--- config.mk ---
export PLATFORM = sky130hd
export DESIGN_NAME = interarrival_bimodal_detector
export DESIGN_NICKNAME = d
export VERILOG_FILES = /design/src/design/ibd_pkg.sv /design/src/design/interarrival_bimodal_detector.sv
export SDC_FILE = /design/constraint.sdc
export NUM_CORES = 1
export LEC_CHECK = 0
export CAP_MARGIN = 30
export CORE_MARGIN = 1
export CORE_UTILIZATION = 50
export CTS_CLUSTER_DIAMETER = 40
export CTS_CLUSTER_SIZE = 14
export DETAILED_ROUTE_END_ITERATION = 8
export DONT_BUFFER_PORTS = 1
export GPL_TIMING_DRIVEN = 0
export HOLD_SLACK_MARGIN = 0.15
export PLACE_DENSITY_LB_ADDON = 0.15
export SLEW_MARGIN = 0
export SYNTH_ARGS = -nofsm -noshare
export SYNTH_HDL_FRONTEND = slang
export SYNTH_SLANG_ARGS = --single-unit
--- constraint.sdc ---
create_clock -name clk -period 14.55 [get_ports clk]
set_input_delay 4.365 -clock clk [delete_from_list [all_inputs] [get_ports clk]]
set_output_delay 4.365 -clock clk [all_outputs]
set_load 0.1 [all_outputs]
--- src/design/ibd_pkg.sv ---
// ----------------------------------------------------------------------------
// ibd_pkg - shared definitions for the interarrival bimodal detector
// Gap class codes, configuration register indexes, field widths and the
// reset values of the configuration registers.
// ----------------------------------------------------------------------------
`default_nettype none

package ibd_pkg;

  // Default number of gaps held in the class ring.
  localparam int WINDOW_DEF = 32;

  // Field widths fixed by the interface.
  localparam int TS_W    = 64;
  localparam int BOUND_W = 16;
  localparam int THR_W   = 6;
  localparam int COUNT_W = 6;
  localparam int CFG_IDX_W  = 3;
  localparam int CFG_DATA_W = 16;

  // Configuration register indexes.
  localparam logic [CFG_IDX_W-1:0] REG_LOW_MIN         = 3'd0;
  localparam logic [CFG_IDX_W-1:0] REG_LOW_MAX         = 3'd1;
  localparam logic [CFG_IDX_W-1:0] REG_HIGH_MIN        = 3'd2;
  localparam logic [CFG_IDX_W-1:0] REG_HIGH_MAX        = 3'd3;
  localparam logic [CFG_IDX_W-1:0] REG_TOTAL_THRESHOLD = 3'd4;
  localparam logic [CFG_IDX_W-1:0] REG_EACH_THRESHOLD  = 3'd5;

  // Reset values of the configuration registers.
  localparam logic [BOUND_W-1:0] LOW_MIN_RST         = 16'd5;
  localparam logic [BOUND_W-1:0] LOW_MAX_RST         = 16'd30;
  localparam logic [BOUND_W-1:0] HIGH_MIN_RST        = 16'd70;
  localparam logic [BOUND_W-1:0] HIGH_MAX_RST        = 16'd150;
  localparam logic [THR_W-1:0]   TOTAL_THRESHOLD_RST = 6'd22;
  localparam logic [THR_W-1:0]   EACH_THRESHOLD_RST  = 6'd3;

  // Class of one gap as held in the ring.
  typedef enum logic [1:0] {
    CLS_OTHER = 2'd0,
    CLS_LOW   = 2'd1,
    CLS_HIGH  = 2'd2
  } gap_cls_t;

endpackage

`default_nettype wire

--- src/design/interarrival_bimodal_detector.sv ---
// ----------------------------------------------------------------------------
// interarrival_bimodal_detector - packet gap bimodality detector
// Classifies the gap between successive timestamps into a low or a high
// cluster, keeps running cluster counts over a ring of WINDOW gaps and
// raises an alert when both clusters are well populated.
// ----------------------------------------------------------------------------
//  channel  | direction | handshake         | payload
//  ---------+-----------+-------------------+---------------------------------
//  in_      | input     | in_valid/in_stall | in_timestamp_ms[63:0]
//  out_     | output    | out_valid/out_stall | out_alert, out_low_count,
//           |           |                   | out_high_count
//  cfg_     | input     | cfg_we            | cfg_index[2:0], cfg_data[15:0]
//
// One request is taken every cycle while in_stall is low; its result
// appears in the output register on the next edge. The class ring is a
// memory read in advance at the slot that the next request will overwrite,
// which keeps the rate at one. rst_n clears the timestamp, counts, slot, fill
// count and the per-slot valid bits at once, so no clearing pass is needed.
// in_stall is raised only while a held result is stalled at the output.
// ----------------------------------------------------------------------------
`default_nettype none

module interarrival_bimodal_detector #(
  parameter int WINDOW = ibd_pkg::WINDOW_DEF
) (
  input  wire logic                           clk,
  input  wire logic                           rst_n,
  input  wire logic                           in_valid,
  output logic                                in_stall,
  input  wire logic [ibd_pkg::TS_W-1:0]       in_timestamp_ms,
  output logic                                out_valid,
  input  wire logic                           out_stall,
  output logic                                out_alert,
  output logic [ibd_pkg::COUNT_W-1:0]         out_low_count,
  output logic [ibd_pkg::COUNT_W-1:0]         out_high_count,
  input  wire logic                           cfg_we,
  input  wire logic [ibd_pkg::CFG_IDX_W-1:0]  cfg_index,
  input  wire logic [ibd_pkg::CFG_DATA_W-1:0] cfg_data
);

  localparam int SLOT_W = $clog2(WINDOW);
  localparam int CNT_W  = $clog2(WINDOW + 1);
  localparam int CMP_W  = (CNT_W + 1 > ibd_pkg::THR_W) ? CNT_W + 1 : ibd_pkg::THR_W;

  // Configuration registers.
  logic [ibd_pkg::BOUND_W-1:0] low_min_r, low_max_r, high_min_r, high_max_r;
  logic [ibd_pkg::THR_W-1:0]   total_thr_r, each_thr_r;

  // Detector state.
  logic [ibd_pkg::TS_W-1:0] last_time_r;
  logic [SLOT_W-1:0]        slot_r, slot_nxt;
  logic [CNT_W-1:0]         fill_r, fill_nxt;
  logic [CNT_W-1:0]         low_r, low_nxt;
  logic [CNT_W-1:0]         high_r, high_nxt;

  // Class ring and its one-ahead read.
  ibd_pkg::gap_cls_t ring_mem [WINDOW];
  logic [WINDOW-1:0] ring_vld_r;
  ibd_pkg::gap_cls_t rd_cls_r;
  logic              rd_vld_r;
  logic              byp_r;
  ibd_pkg::gap_cls_t byp_cls_r;

  // Output register.
  logic                        out_valid_r;
  logic                        out_alert_r;
  logic [ibd_pkg::COUNT_W-1:0] out_low_r, out_high_r;

  logic                     in_acc;
  logic                     do_gap;
  logic [ibd_pkg::TS_W-1:0] gap;
  ibd_pkg::gap_cls_t        new_cls;
  ibd_pkg::gap_cls_t        old_cls;
  logic [CNT_W-1:0]         low_step, high_step;
  logic [CNT_W-1:0]         fill_inc;
  logic [SLOT_W-1:0]        slot_inc;
  logic [CMP_W-1:0]         sum_cmp;
  logic                     alert;

  assign in_stall = out_valid_r && out_stall;
  assign in_acc   = in_valid && !in_stall;
  assign do_gap   = in_acc && (last_time_r != '0);

  always_comb begin
    gap = in_timestamp_ms - last_time_r;

    // The low cluster wins when both ranges match.
    if (gap >= ibd_pkg::TS_W'(low_min_r) && gap <= ibd_pkg::TS_W'(low_max_r)) begin
      new_cls = ibd_pkg::CLS_LOW;
    end else if (gap >= ibd_pkg::TS_W'(high_min_r) &&
                 gap <= ibd_pkg::TS_W'(high_max_r)) begin
      new_cls = ibd_pkg::CLS_HIGH;
    end else begin
      new_cls = ibd_pkg::CLS_OTHER;
    end

    // A slot written on the previous edge is taken from the bypass; a slot
    // never written since reset counts as the other class.
    if (byp_r) begin
      old_cls = byp_cls_r;
    end else if (rd_vld_r) begin
      old_cls = rd_cls_r;
    end else begin
      old_cls = ibd_pkg::CLS_OTHER;
    end

    low_step = low_r;
    if (old_cls == ibd_pkg::CLS_LOW && low_r != '0) begin
      low_step = low_step - CNT_W'(1);
    end
    if (new_cls == ibd_pkg::CLS_LOW) begin
      low_step = low_step + CNT_W'(1);
    end

    high_step = high_r;
    if (old_cls == ibd_pkg::CLS_HIGH && high_r != '0) begin
      high_step = high_step - CNT_W'(1);
    end
    if (new_cls == ibd_pkg::CLS_HIGH) begin
      high_step = high_step + CNT_W'(1);
    end

    fill_inc = (fill_r == CNT_W'(WINDOW)) ? fill_r : fill_r + CNT_W'(1);
    slot_inc = (slot_r == SLOT_W'(WINDOW - 1)) ? '0 : slot_r + SLOT_W'(1);
    sum_cmp  = CMP_W'(low_step) + CMP_W'(high_step);

    alert = do_gap && (fill_inc == CNT_W'(WINDOW)) &&
            (sum_cmp > CMP_W'(total_thr_r)) &&
            (CMP_W'(low_step) > CMP_W'(each_thr_r)) &&
            (CMP_W'(high_step) > CMP_W'(each_thr_r));

    low_nxt  = low_r;
    high_nxt = high_r;
    fill_nxt = fill_r;
    slot_nxt = slot_r;
    if (do_gap) begin
      low_nxt  = low_step;
      high_nxt = high_step;
      if (alert) begin
        fill_nxt = '0;
        slot_nxt = '0;
      end else begin
        fill_nxt = fill_inc;
        slot_nxt = slot_inc;
      end
    end
  end

  // Configuration writes.
  always_ff @(posedge clk) begin
    if (!rst_n) begin
      low_min_r   <= ibd_pkg::LOW_MIN_RST;
      low_max_r   <= ibd_pkg::LOW_MAX_RST;
      high_min_r  <= ibd_pkg::HIGH_MIN_RST;
      high_max_r  <= ibd_pkg::HIGH_MAX_RST;
      total_thr_r <= ibd_pkg::TOTAL_THRESHOLD_RST;
      each_thr_r  <= ibd_pkg::EACH_THRESHOLD_RST;
    end else if (cfg_we) begin
      case (cfg_index)
        ibd_pkg::REG_LOW_MIN:         low_min_r   <= cfg_data;
        ibd_pkg::REG_LOW_MAX:         low_max_r   <= cfg_data;
        ibd_pkg::REG_HIGH_MIN:        high_min_r  <= cfg_data;
        ibd_pkg::REG_HIGH_MAX:        high_max_r  <= cfg_data;
        ibd_pkg::REG_TOTAL_THRESHOLD: total_thr_r <= cfg_data[ibd_pkg::THR_W-1:0];
        ibd_pkg::REG_EACH_THRESHOLD:  each_thr_r  <= cfg_data[ibd_pkg::THR_W-1:0];
        default: ;
      endcase
    end
  end

  // Detector state and output register.
  always_ff @(posedge clk) begin
    if (!rst_n) begin
      last_time_r <= '0;
      slot_r      <= '0;
      fill_r      <= '0;
      low_r       <= '0;
      high_r      <= '0;
      ring_vld_r  <= '0;
      rd_vld_r    <= 1'b0;
      byp_r       <= 1'b0;
      out_valid_r <= 1'b0;
    end else begin
      if (in_acc) begin
        last_time_r <= in_timestamp_ms;
      end
      slot_r <= slot_nxt;
      fill_r <= fill_nxt;
      low_r  <= low_nxt;
      high_r <= high_nxt;
      if (do_gap) begin
        ring_vld_r[slot_r] <= 1'b1;
      end
      rd_vld_r <= ring_vld_r[slot_nxt];
      byp_r    <= do_gap && (slot_nxt == slot_r);
      if (in_acc) begin
        out_valid_r <= 1'b1;
      end else if (!out_stall) begin
        out_valid_r <= 1'b0;
      end
    end
  end

  // Ring memory: at most one write and one registered read each cycle.
  always_ff @(posedge clk) begin
    if (do_gap) begin
      ring_mem[slot_r] <= new_cls;
    end
    rd_cls_r  <= ring_mem[slot_nxt];
    byp_cls_r <= new_cls;
  end

  // Output payload.
  always_ff @(posedge clk) begin
    if (in_acc) begin
      out_alert_r <= alert;
      out_low_r   <= ibd_pkg::COUNT_W'(low_nxt);
      out_high_r  <= ibd_pkg::COUNT_W'(high_nxt);
    end
  end

  assign out_valid      = out_valid_r;
  assign out_alert      = out_alert_r;
  assign out_low_count  = out_low_r;
  assign out_high_count = out_high_r;

endmodule

`default_nettype wire

Word-level counts from Yosys, hierarchy flattened
Memory sizes are Yosys's and may differ from the RTL's. A register that Yosys moved wholly into a read port is not among the register bits.
Index checks and enable logic that the tools add are counted.
- word-level logic and storage cells: 100
- flip-flop bits (word level): 213
- memory bits (writable): 64
- output and inout bits: 15
- memories: 1
- input port bits: 88
- bitwise gates (word level): 1
- multiplexer cells: 23
- reductions and logical operators: 24
- equal/unequal tests: 14
- add/subtract/negate cells: 8
- $lt $le $gt $ge: 10
- memories (name ; depth ; bits a word ; rd ports ; clocked after Yosys merged registers in ; write ports ; RTL line ; source):
    ring_mem ; 32 ; 2 ; 1 ; 1 ; 1 ; interarrival_bimodal_detector.sv:57 ; ibd_pkg::gap_cls_t ring_mem [WINDOW];
- operators with widths (kind ; number):
    greater-or-equal comparator 64 x 16 -> 1 bit ; 2
    <= comparator 64 x 16 -> 1 bit ; 2
    nonzero test 64 bit ; 1
    subtractor 64 bit ; 1
    2-to-1 mux 6 bit ; 8
    bitwise OR 32 bit ; 1
    adder 6 x 1 -> 6 bit (second input constant) ; 3
    2-to-1 mux 5 bit ; 3
    logical AND 1 bit ; 13
    equality test 6 bit (second input constant) ; 2
    > comparator 6 bit ; 2
    < comparator 5 x 6 -> 1 bit (second input constant) ; 2
    AND reduction 2 bit ; 6
    nonzero test 6 bit ; 2
    subtractor 6 x 1 -> 6 bit (second input constant) ; 2
    2-to-1 mux 2 bit ; 4
    adder 6 x 6 -> 7 bit ; 1
    > comparator 7 x 6 -> 1 bit ; 1
    equality test 3 x 2 -> 1 bit (second input constant) ; 2
    equality test 3 bit (second input constant) ; 2
    2-to-1 mux 1 bit ; 6
    adder 5 x 1 -> 5 bit (second input constant) ; 1
    binary-select mux 1 bit (select 5 bit) ; 1
    demux 1 bit (select 5 bit) ; 1
    9 further kinds ; 11

Depth between registers and ports, before layout
Gate-level depths: netlist (run 1).
- depth after elaboration: 16
- depth in mapped cells: 42
- gate-level depth less buffers: 38

Least setup slack after synthesis (run 1)
No wires, ideal clock.
- kind: input -> register
- start point: in in_timestamp_ms[5] (netlist name)
- end point: reg rd_cls_r[0] (read register of ring_mem)
- required time: 14.411 ns
- path slack: 1.864 ns
- data arrival time: 12.547 ns
- cell stages on the path: 31
- setup time: 0.139 ns
- path buffers: 4
- path through: ha_1 buf_2 nand3_1 a2111oi_1 nor4_2 or4_1 a21oi_1 nor2_1 mux2i_1 a2111oi_2 nand4_1 nor4_4 buf_4 mux2_2 fa_1 a21o_1 a21oi_1 xnor2_1 ha_1 a21o_1 a21oi_1 a21oi_1 o2111a_1 or2_2 o22ai_1 clkbuf_1 buf_2 mux4_2 mux2_2 o211ai_1 o21ai_0
- longest elaborated chain between the ends: 14
- elaborated cells between the ends (all ways): 22
- classes of those cells: 2 x add/sub; 7 x order compare; 2 x eq/ne; 6 x mux; 5 x reduce/logical
- RTL lines (what ; RTL line ; source):
    start: declaration ; interarrival_bimodal_detector.sv:30 ; input wire logic [ibd_pkg::TS_W-1:0] in_timestamp_ms,
    subtractor 64 bit * ; interarrival_bimodal_detector.sv:85 ; gap = in_timestamp_ms - last_time_r;
    greater-or-equal comparator 64 x 16 -> 1 bit / <= comparator 64 x 16 -> 1 bit (equally long branches) ; interarrival_bimodal_detector.sv:90, interarrival_bimodal_detector.sv:91 ;
    logical AND 1 bit ; interarrival_bimodal_detector.sv:90 ; end else if (gap >= ibd_pkg::TS_W'(high_min_r) &&
    2-to-1 mux 2 bit ; interarrival_bimodal_detector.sv:90 ;
    2-to-1 mux 2 bit * ; interarrival_bimodal_detector.sv:88 ; if (gap >= ibd_pkg::TS_W'(low_min_r) && gap <= ibd_pkg::TS_W'(low_max_r)) begin
    equality test 2 x 1 -> 1 bit / equality test 2 bit (equally long branches) ; interarrival_bimodal_detector.sv:111, interarrival_bimodal_detector.sv:119 ;
    2-to-1 mux 6 bit, on equally long branches ; interarrival_bimodal_detector.sv:111, interarrival_bimodal_detector.sv:119 ;
    adder 6 x 6 -> 7 bit ; interarrival_bimodal_detector.sv:125 ; sum_cmp = CMP_W'(low_step) + CMP_W'(high_step);
    > comparator 7 x 6 -> 1 bit ; interarrival_bimodal_detector.sv:128 ; (sum_cmp > CMP_W'(total_thr_r)) &&
    logical AND 1 bit ; interarrival_bimodal_detector.sv:127 ; alert = do_gap && (fill_inc == CNT_W'(WINDOW)) &&
    logical AND 1 bit ; interarrival_bimodal_detector.sv:128 ;
    logical AND 1 bit * ; interarrival_bimodal_detector.sv:129 ; (CMP_W'(low_step) > CMP_W'(each_thr_r)) &&
    named net alert ; interarrival_bimodal_detector.sv:78 ; logic alert;
    2-to-1 mux 5 bit * ; interarrival_bimodal_detector.sv:139 ; if (alert) begin
    2-to-1 mux 5 bit * ; interarrival_bimodal_detector.sv:136 ; if (do_gap) begin
    end: declaration ; interarrival_bimodal_detector.sv:59 ; ibd_pkg::gap_cls_t rd_cls_r;
Mark *: on every way through the listed nets, which the timed path passes. The rest lies on a longest branch.
A chain may end at the register's enable or synchronous reset.

Worst setup path after layout (run 1)
- start point: in in_timestamp_ms[25] (netlist name)
- end point: reg rd_cls_r[1] (read register of ring_mem)
The elaborated chain is that of the path after synthesis.

==> results of run 1 <==
flip-flops by register name, summed over array words and instances (netlist names), 16 cells and up:
signal       cells
high_min_r      16
high_max_r      16
ring_vld_r      32
low_min_r       16
last_time_r     64
ring_mem        64
low_max_r       16
layout by cell type (no fill, tap or decap), drive strengths merged, types with 31 or more instances in the layout:
cell / n
nor2: 225
o21ai: 86
clkbuf: 142
nand4: 61
inv: 184
o211ai: 34
nand2: 404
nor4: 50
nand3: 34
xnor2: 42
ha: 164
edfxtp: 77
a21o: 37
o21a: 31
dfxtp: 202
mux2i: 40
a21oi: 244
nor3: 47
cells by family (layout without fill, tap and decap cells):
group,after synthesis,count (layout),synth area share
AO/OA/AOI/OAI,576,576,0.190
XOR/XNOR,61,61,0.0277
adder cells (fa/ha/maj),166,166,0.109
buffers and inverters,279,380,0.0568
flip-flops,279,279,0.330
multiplexers,79,79,0.0576
AND/OR/NAND/NOR,954,954,0.230
power breakdown:
part	switching, mW	internal [mW]
Sequential	0.0311	0.817
Combinational	0.352	0.196
Clock	0.476	0.767
cell type report:
class / instances / share of cell area
multi-input cells: 1836 / 0.542
flip-flops and latches: 279 / 0.291
clock buffers: 55 / 0.0600
well taps: 511 / 0.0293
inverters: 169 / 0.0290
clock inverters: 40 / 0.0232
plain buffers: 110 / 0.0211
repair buffers: 6 / 0.00418
path summary, 6_finish.rpt:
check,end,start,slack [ps]
hold reg to reg,high_min_r[10],high_min_r[10],450
hold / removal,high_min_r[10],high_min_r[10],450
setup / recovery,rd_cls_r[1],in_timestamp_ms[25],510
setup reg to reg,rd_cls_r[1],last_time_r[5],3870
per-layer routing:
layer  global-route usage  part of all wire
met5                    0                 0
met4               0.0899             0.024
met3               0.0731             0.093
met2                0.498              0.45
met1                0.417              0.43
worst max-delay path: cells and delay by family:
kind,cells,cell delay [ps]
xor+xnor,2,250
buf+inv,3,1390
compound gates,13,3200
fa+ha+maj,3,910
simple gates,7,2580
mux,4,1740
what timing repair did:
item	in CTS	in global routing
setup endpoints to repair	0	3
hold buffers	0	0
gates resized for setup	0	6
==> impl_metrics.json, run 1 <==
{
  "outcome": "complete, no violations",
  "grt.total_usage": 0.312,
  "synth-seq-area-share": 0.330,
  "setup_tns_ps": 0,
  "die_h_um": 198,
  "post_synth.cell_area_avg_um2": 8.05,
  "synth_seq_cells": 279,
  "antenna_found_initial": 0,
  "grt_pass1_vias": 16900,
  "clock-sinks": 279,
  "grt.overflow.total": 0,
  "diodes": 0,
  "drt_iter0_markers": 1605,
  "period_share": 0.965,
  "portBuffers": 0,
  "placed_cell_area_mm2": 0.0200,
  "io_pins": 103,
  "hold_slack_ps": 454,
  "synth_area_mm2": 0.0193,
  "grt_max_degree": 37,
  "critPathKind": "in2reg",
  "root_buffer": "clkbuf_16",
  "setup_viol": 0,
  "multi_input_area_mm2": 0.0118,
  "htree_levels": 2,
  "crit_required_ps": 14990,
  "hold_depth": 2,
  "hold_viol_final": 0,
  "maxCapViolCount": 0,
  "tightest_slew_ps": 983,
  "arrival_ps": 14470,
  "slew_viol_final": 0,
  "viasPerCell": 6.02,
  "period_needed_ps": 14040,
  "yosysWarningCount": 0,
  "finalWorstSetupSlack_ps": 512,
  "final_util": 0.578,
  "slowest_stage": "nor4_4",
  "synth-edff-count": 77,
  "ant_nets": 0,
  "grt_pass1_wl_mm": 94.5,
  "place_inst": 2911,
  "slew_headroom": 0.344,
  "place_congestion": 1.01,
  "nets": 2707,
  "die_x_um": 198,
  "cts_buffer_depth": 3,
  "final_area_mm2": 0.0218,
  "synth.distinct_cells": 87,
  "cts_inserted_buffers": 51,
  "register_area_mm2": 0.00636,
  "synth_fp_nets": 2648,
  "synth_commonest_cells": "nand2_1, a21oi_1, nor2_1",
  "stdcell_count": 3006,
  "slowest_delay_ps": 700,
  "die_area_mm2": 0.0393,
  "crit_path_max_fanout": 10,
  "setup.worst_path.start_class": "input port",
  "clock_skew_ps": 50.7,
  "syn_to_final_growth_pct": 13.4,
  "cts_tree": "yes",
  "synth_cells": 2394,
  "power_mw": 2.64,
  "async_reset_ff_frac": 0,
  "synth_top_area_cell": "dfxtp_1",
  "layout-drive-gt1-share": 0.0798,
  "drc": 0,
  "synth_top_area_frac": 0.210,
  "postCtsSetupBuffers": 0,
  "rows": 71,
  "ff2ff_path_depth": 34,
  "max_clock_freq_mhz": 71.2,
  "hold_class": "reg2reg",
  "cp-end-kind": "flip-flop",
  "drt-total-wl_mm": 61.6,
  "fill_cells": 3469,
  "synth-main-ff-cell": "dfxtp_1",
  "start_util": 0.510,
  "first_pass_iters": 6,
  "dp_hpwl_mm": 48.8,
  "synth.most_common_cell": "nand2_1",
  "p_leak_nw": 8.18,
  "powerDensity_mw_per_mm2": 121,
  "place_ws_ps": -551,
  "num_vias": 18100,
  "coreArea_mm2": 0.0378,
  "wl_per_cell_um": 20.5,
  "vdd.ir_drop.worst_uv": 88.9,
  "synthTopCellsByArea": "dfxtp_1, edfxtp_1, ha_1, nand2_1, a21oi_1",
  "clkTransAtPathRegs_ps": 60,
  "worst_skew_pair.late_latency_ps": 610
}
Power figures use the tool's default switching activity.
==> run 2: changes to the inputs <==
--- a/config.mk
+++ b/config.mk
@@ -12,7 +12,7 @@
 export CTS_CLUSTER_SIZE = 14
 export DETAILED_ROUTE_END_ITERATION = 8
 export DONT_BUFFER_PORTS = 1
-export GPL_TIMING_DRIVEN = 0
+export GPL_TIMING_DRIVEN = 1
 export HOLD_SLACK_MARGIN = 0.15
 export PLACE_DENSITY_LB_ADDON = 0.15
 export SLEW_MARGIN = 0
==> impl_metrics.json, run 2 (synthesis results as in run 1) <==
{
  "outcome": "complete, no violations",
  "dp_hpwl_mm": 49.2,
  "die_area_mm2": 0.0393,
  "grt_pass1_wl_mm": 96.5,
  "p_leak_nw": 7.93,
  "grt_setup_unrepaired": "no",
  "portBuffers": 0,
  "hold_depth": 2,
  "setup_viol": 0,
  "slowest_delay_ps": 710,
  "grt_max_degree": 86,
  "critPathKind": "in2reg",
  "num_vias": 17700,
  "setup.worst_path.start_class": "input port",
  "viasPerCell": 6.10,
  "final_cell_mix": "nand2_1, a21oi_1, nor2_1, dfxtp_1, inv_1",
  "powerDensity_mw_per_mm2": 118,
  "cts_tree": "yes",
  "coreArea_mm2": 0.0378,
  "layout-drive-gt1-share": 0.0764,
  "period_share": 0.895,
  "start_util": 0.510,
  "htree_levels": 2,
  "slew_viol_final": 0,
  "ant_nets": 0,
  "setup_tns_ps": 0,
  "clock_skew_ps": 31.7,
  "grt.overflow.total": 0,
  "cp-end-kind": "flip-flop",
  "die_h_um": 198,
  "arrival_ps": 13510,
  "holdCritStartpoint": "high_max_r[9]",
  "reg_top3": "last_time_r (64), ring_mem (64), ring_vld_r (32)",
  "grt_pass1_vias": 16400,
  "cts_resized": 0,
  "clock-sinks": 279,
  "period_needed_ps": 13020,
  "final_common_cell": "nand2_1",
  "place_congestion": 1.00,
  "ff2ff_path_depth": 34,
  "hold_viol_final": 0,
  "cts_hold_buffers": 0,
  "crit_required_ps": 15040,
  "antenna_found_initial": 0,
  "stdcell_count": 2905,
  "drt_iter0_markers": 1698,
  "clkTransAtPathRegs_ps": 60,
  "postCtsSetupBuffers": 0,
  "maxCapViolCount": 0,
  "nets": 2608,
  "max_clock_freq_mhz": 76.8,
  "rr_startpoint": "last_time_r[0]",
  "hold_slack_ps": 453,
  "worst_skew_pair.late_latency_ps": 600,
  "crit_path_max_fanout": 25,
  "vdd.ir_drop.worst_uv": 99.4,
  "hold_class": "reg2reg",
  "regToRegEndpoint": "rd_vld_r",
  "slowest_stage": "o41ai_1",
  "cts_buffer_depth": 3,
  "io_pins": 103,
  "diodes": 0,
  "final_util": 0.562,
  "wl_per_cell_um": 21.9,
  "syn_to_final_growth_pct": 10.1,
  "rows": 71,
  "slew_headroom": 0.312,
  "cts_inserted_buffers": 48,
  "tightest_slew_ps": 1030,
  "drc": 0,
  "grt.total_usage": 0.323,
  "place_inst": 2815,
  "r2r_slack_ps": 4930,
  "first_pass_iters": 5,
  "die_x_um": 198,
  "hold_end": "high_max_r[9]",
  "drt-total-wl_mm": 63.7,
  "root_buffer": "clkbuf_16"
}
run 2: layer usage:
layer | part of all wire | up-vias | track usage
met5 | 0 | - | 0
met2 | 0.42 | 726 | 0.467
met4 | 0.020 | 0 | 0.0795
met1 | 0.48 | 8395 | 0.485
met3 | 0.084 | 88 | 0.0642
li1 | - | 8512 | -
run 2: cell type report:
type                       count  area (um2)
fill                        3512       16500
multi-input combinational   1836       11800
sequential                   279        6360
clock buffer                  54        1240
tap                          511         639
inverter                     169         637
clock inverter                36         330
timing repair buffer          20         171
run 2: worst max-delay path by stage:
stage	slack (ps)	startpoint	endpoint	cells past startpoint
6_report	1530	in_timestamp_ms[0]	rd_vld_r	35
5_1_grt	1140	in_timestamp_ms[0]	rd_vld_r	35
4_1_cts	1700	in_timestamp_ms[0]	rd_vld_r	35
3_5_place_dp	1110	in_timestamp_ms[0]	rd_vld_r	35
3_3_place_gp	1140	in_timestamp_ms[0]	rd_vld_r	33
2_1_floorplan	1860	in_timestamp_ms[5]	rd_cls_r[0]	31
run 2: worst max-delay path: cells and delay by family:
kind / cells / cell delay (ps)
buffers and inverters: 5 / 790
multiplexers: 2 / 820
AND/OR/NAND/NOR: 6 / 1600
adder cells (fa/ha/maj): 5 / 1470
XOR/XNOR: 3 / 510
AO/OA/AOI/OAI: 14 / 3900
run 2: per-stage QoR:
| step | total power, mW | worst slack, ps | cell area (um2) |
|---|---|---|---|
| floorplan | 1.24 | 1860 | 19300 |
| global placement | 1.40 | 1140 | 19600 |
| detailed placement | 1.41 | 1110 | 19600 |
| CTS | 2.52 | 1700 | 21200 |
| global route | 2.62 | 1140 | 21200 |
| finish | 2.51 | 1530 | 21200 |
run 2: power by group:
part	internal [mW]	leakage [nW]	switching [mW]
Sequential	0.817	2.30	0.0312
Clock	0.665	0.769	0.438
Combinational	0.195	4.86	0.364
==> run 3: changes to the inputs <==
--- a/config.mk
+++ b/config.mk
@@ -15,6 +15,7 @@
 export GPL_TIMING_DRIVEN = 1
 export HOLD_SLACK_MARGIN = 0.15
 export PLACE_DENSITY_LB_ADDON = 0.15
+export RECOVER_POWER = 50
 export SLEW_MARGIN = 0
 export SYNTH_ARGS = -nofsm -noshare
 export SYNTH_HDL_FRONTEND = slang
==> impl_metrics.json, run 3 (synthesis results as in run 1) <==
{
  "outcome": "finished with violations",
  "violations": "capacitance limit, slew limit",
  "start_util": 0.510,
  "cts_hold_buffers": 0,
  "drc": 0,
  "io_pins": 103,
  "postCtsSetupBuffers": 0,
  "coreArea_mm2": 0.0378,
  "clkTransAtPathRegs_ps": 60,
  "cts_buffer_depth": 3,
  "cp-end-kind": "flip-flop",
  "hold_viol_final": 0,
  "grt.total_usage": 0.323,
  "p_leak_nw": 7.90,
  "grt_pass1_vias": 16400,
  "max_clock_freq_mhz": 76.6,
  "grt_setup_unrepaired": "no",
  "period_needed_ps": 13050,
  "final_area_mm2": 0.0212,
  "setup.worst_path.start_class": "input port",
  "crit_required_ps": 15040,
  "die_area_mm2": 0.0393,
  "worst_skew_pair.late_latency_ps": 600,
  "setup_tns_ps": 0,
  "crit_start": "in_timestamp_ms[0]",
  "syn_to_final_growth_pct": 10.0,
  "placed_cell_area_mm2": 0.0196,
  "grt.overflow.total": 0,
  "drt_iter0_markers": 1679,
  "htree_levels": 2,
  "r2r_slack_ps": 4890,
  "slowest_stage": "o41ai_1",
  "viasPerCell": 6.12,
  "arrival_ps": 13540,
  "crit_path_max_fanout": 25,
  "cts_inserted_buffers": 48,
  "slew_headroom": -1.48,
  "place_congestion": 1.00,
  "die_h_um": 198,
  "ff2ff_path_depth": 34,
  "fill_cells": 3517,
  "dp_hpwl_mm": 49.2,
  "drt-total-wl_mm": 63.8,
  "tightest_slew_ps": 3720,
  "hold_slack_ps": 454,
  "finalWorstSetupSlack_ps": 1500,
  "portBuffers": 0,
  "cts_resized": 0,
  "clock_skew_ps": 30.5,
  "nets": 2608,
  "num_vias": 17800,
  "critPathKind": "in2reg",
  "die_x_um": 198,
  "place_ws_ps": 1110,
  "rr_startpoint": "last_time_r[0]",
  "hold_class": "reg2reg",
  "ant_nets": 0,
  "setup_viol": 0,
  "antenna_found_initial": 0,
  "rows": 71,
  "slew_viol_final": 344,
  "root_buffer": "clkbuf_16",
  "cts_tree": "yes",
  "diodes": 0,
  "grt_pass1_wl_mm": 96.5,
  "maxCapViolCount": 5,
  "vdd.ir_drop.worst_uv": 99.5,
  "hold_depth": 2,
  "grt_max_degree": 86,
  "holdCritStartpoint": "high_max_r[9]",
  "reg_top3": "last_time_r (64), ring_mem (64), ring_vld_r (32)",
  "period_share": 0.897,
  "slowest_delay_ps": 720,
  "layout-drive-gt1-share": 0.0735,
  "powerDensity_mw_per_mm2": 119,
  "final_common_cell": "nand2_1",
  "final_cell_mix": "nand2_1, a21oi_1, nor2_1, dfxtp_1, inv_1",
  "clock-sinks": 279,
  "wl_per_cell_um": 22.0,
  "first_pass_iters": 8,
  "hold_end": "high_max_r[9]",
  "regToRegEndpoint": "rd_vld_r"
}
==> run 3: cell types whose count changed in the layout (fill, tap and decap cells not counted), sizes merged <==
| cell | delta |
|---|---|
| buf | -6 |
| clkbuf | +6 |
| clkinv | +1 |
| clkinvlp | +1 |
| inv | -2 |
==> run 3: how the worst max path moves through the flow <==
stage | end | slack (ps) | cells past startpoint
after floorplan | rd_cls_r[0] | 1860 | 31
after global routing | rd_vld_r | 1120 | 35
after CTS | rd_vld_r | 1700 | 35
after detailed placement | rd_vld_r | 1110 | 35
final | rd_vld_r | 1500 | 35
after global placement | rd_vld_r | 1140 | 33
==> run 3: area by class of cell <==
| cell class | instances | area (um2) | area share |
|---|---|---|---|
| multi-input combinational | 1836 | 11800 | 0.559 |
| sequential | 279 | 6360 | 0.300 |
| clock buffer | 54 | 1240 | 0.0587 |
| tap | 511 | 639 | 0.0302 |
| inverter | 169 | 636 | 0.0300 |
| clock inverter | 36 | 330 | 0.0156 |
| timing repair buffer | 20 | 149 | 0.00702 |
==> run 3: per-layer routing <==
metal	GRT usage	vias up	wire length (um)	part of all wire
met3	0.0642	100	5400	0.085
met1	0.485	8484	30400	0.48
met2	0.467	684	26700	0.42
met5	0	-	0	0
met4	0.0795	0	1390	0.022
li1	-	8513	-	-
==> run 3: where the power goes <==
group | internal, mW | total (mW) | switching (mW)
clock network | 0.665 | 1.10 | 0.438
logic | 0.197 | 0.562 | 0.365
registers | 0.818 | 0.849 | 0.0312
==> run 3: critical path, delay by kind of cell <==
family | cells | cell delay, ps
xor+xnor | 3 | 510
buf+inv | 5 | 810
compound gates | 14 | 3910
simple gates | 6 | 1610
fa+ha+maj | 5 | 1460
mux | 2 | 820
==> run 3: metrics by stage <==
stage | utilization | cells | power [mW]
3_5_place_dp | 0.520 | 2815 | 1.41
3_3_place_gp | 0.519 | 2812 | 1.40
2_1_floorplan | - | 2394 | 1.24
4_1_cts | 0.562 | 2905 | 2.52
6_report | 0.561 | 2905 | 2.51
5_1_grt | 0.561 | 2905 | 2.62
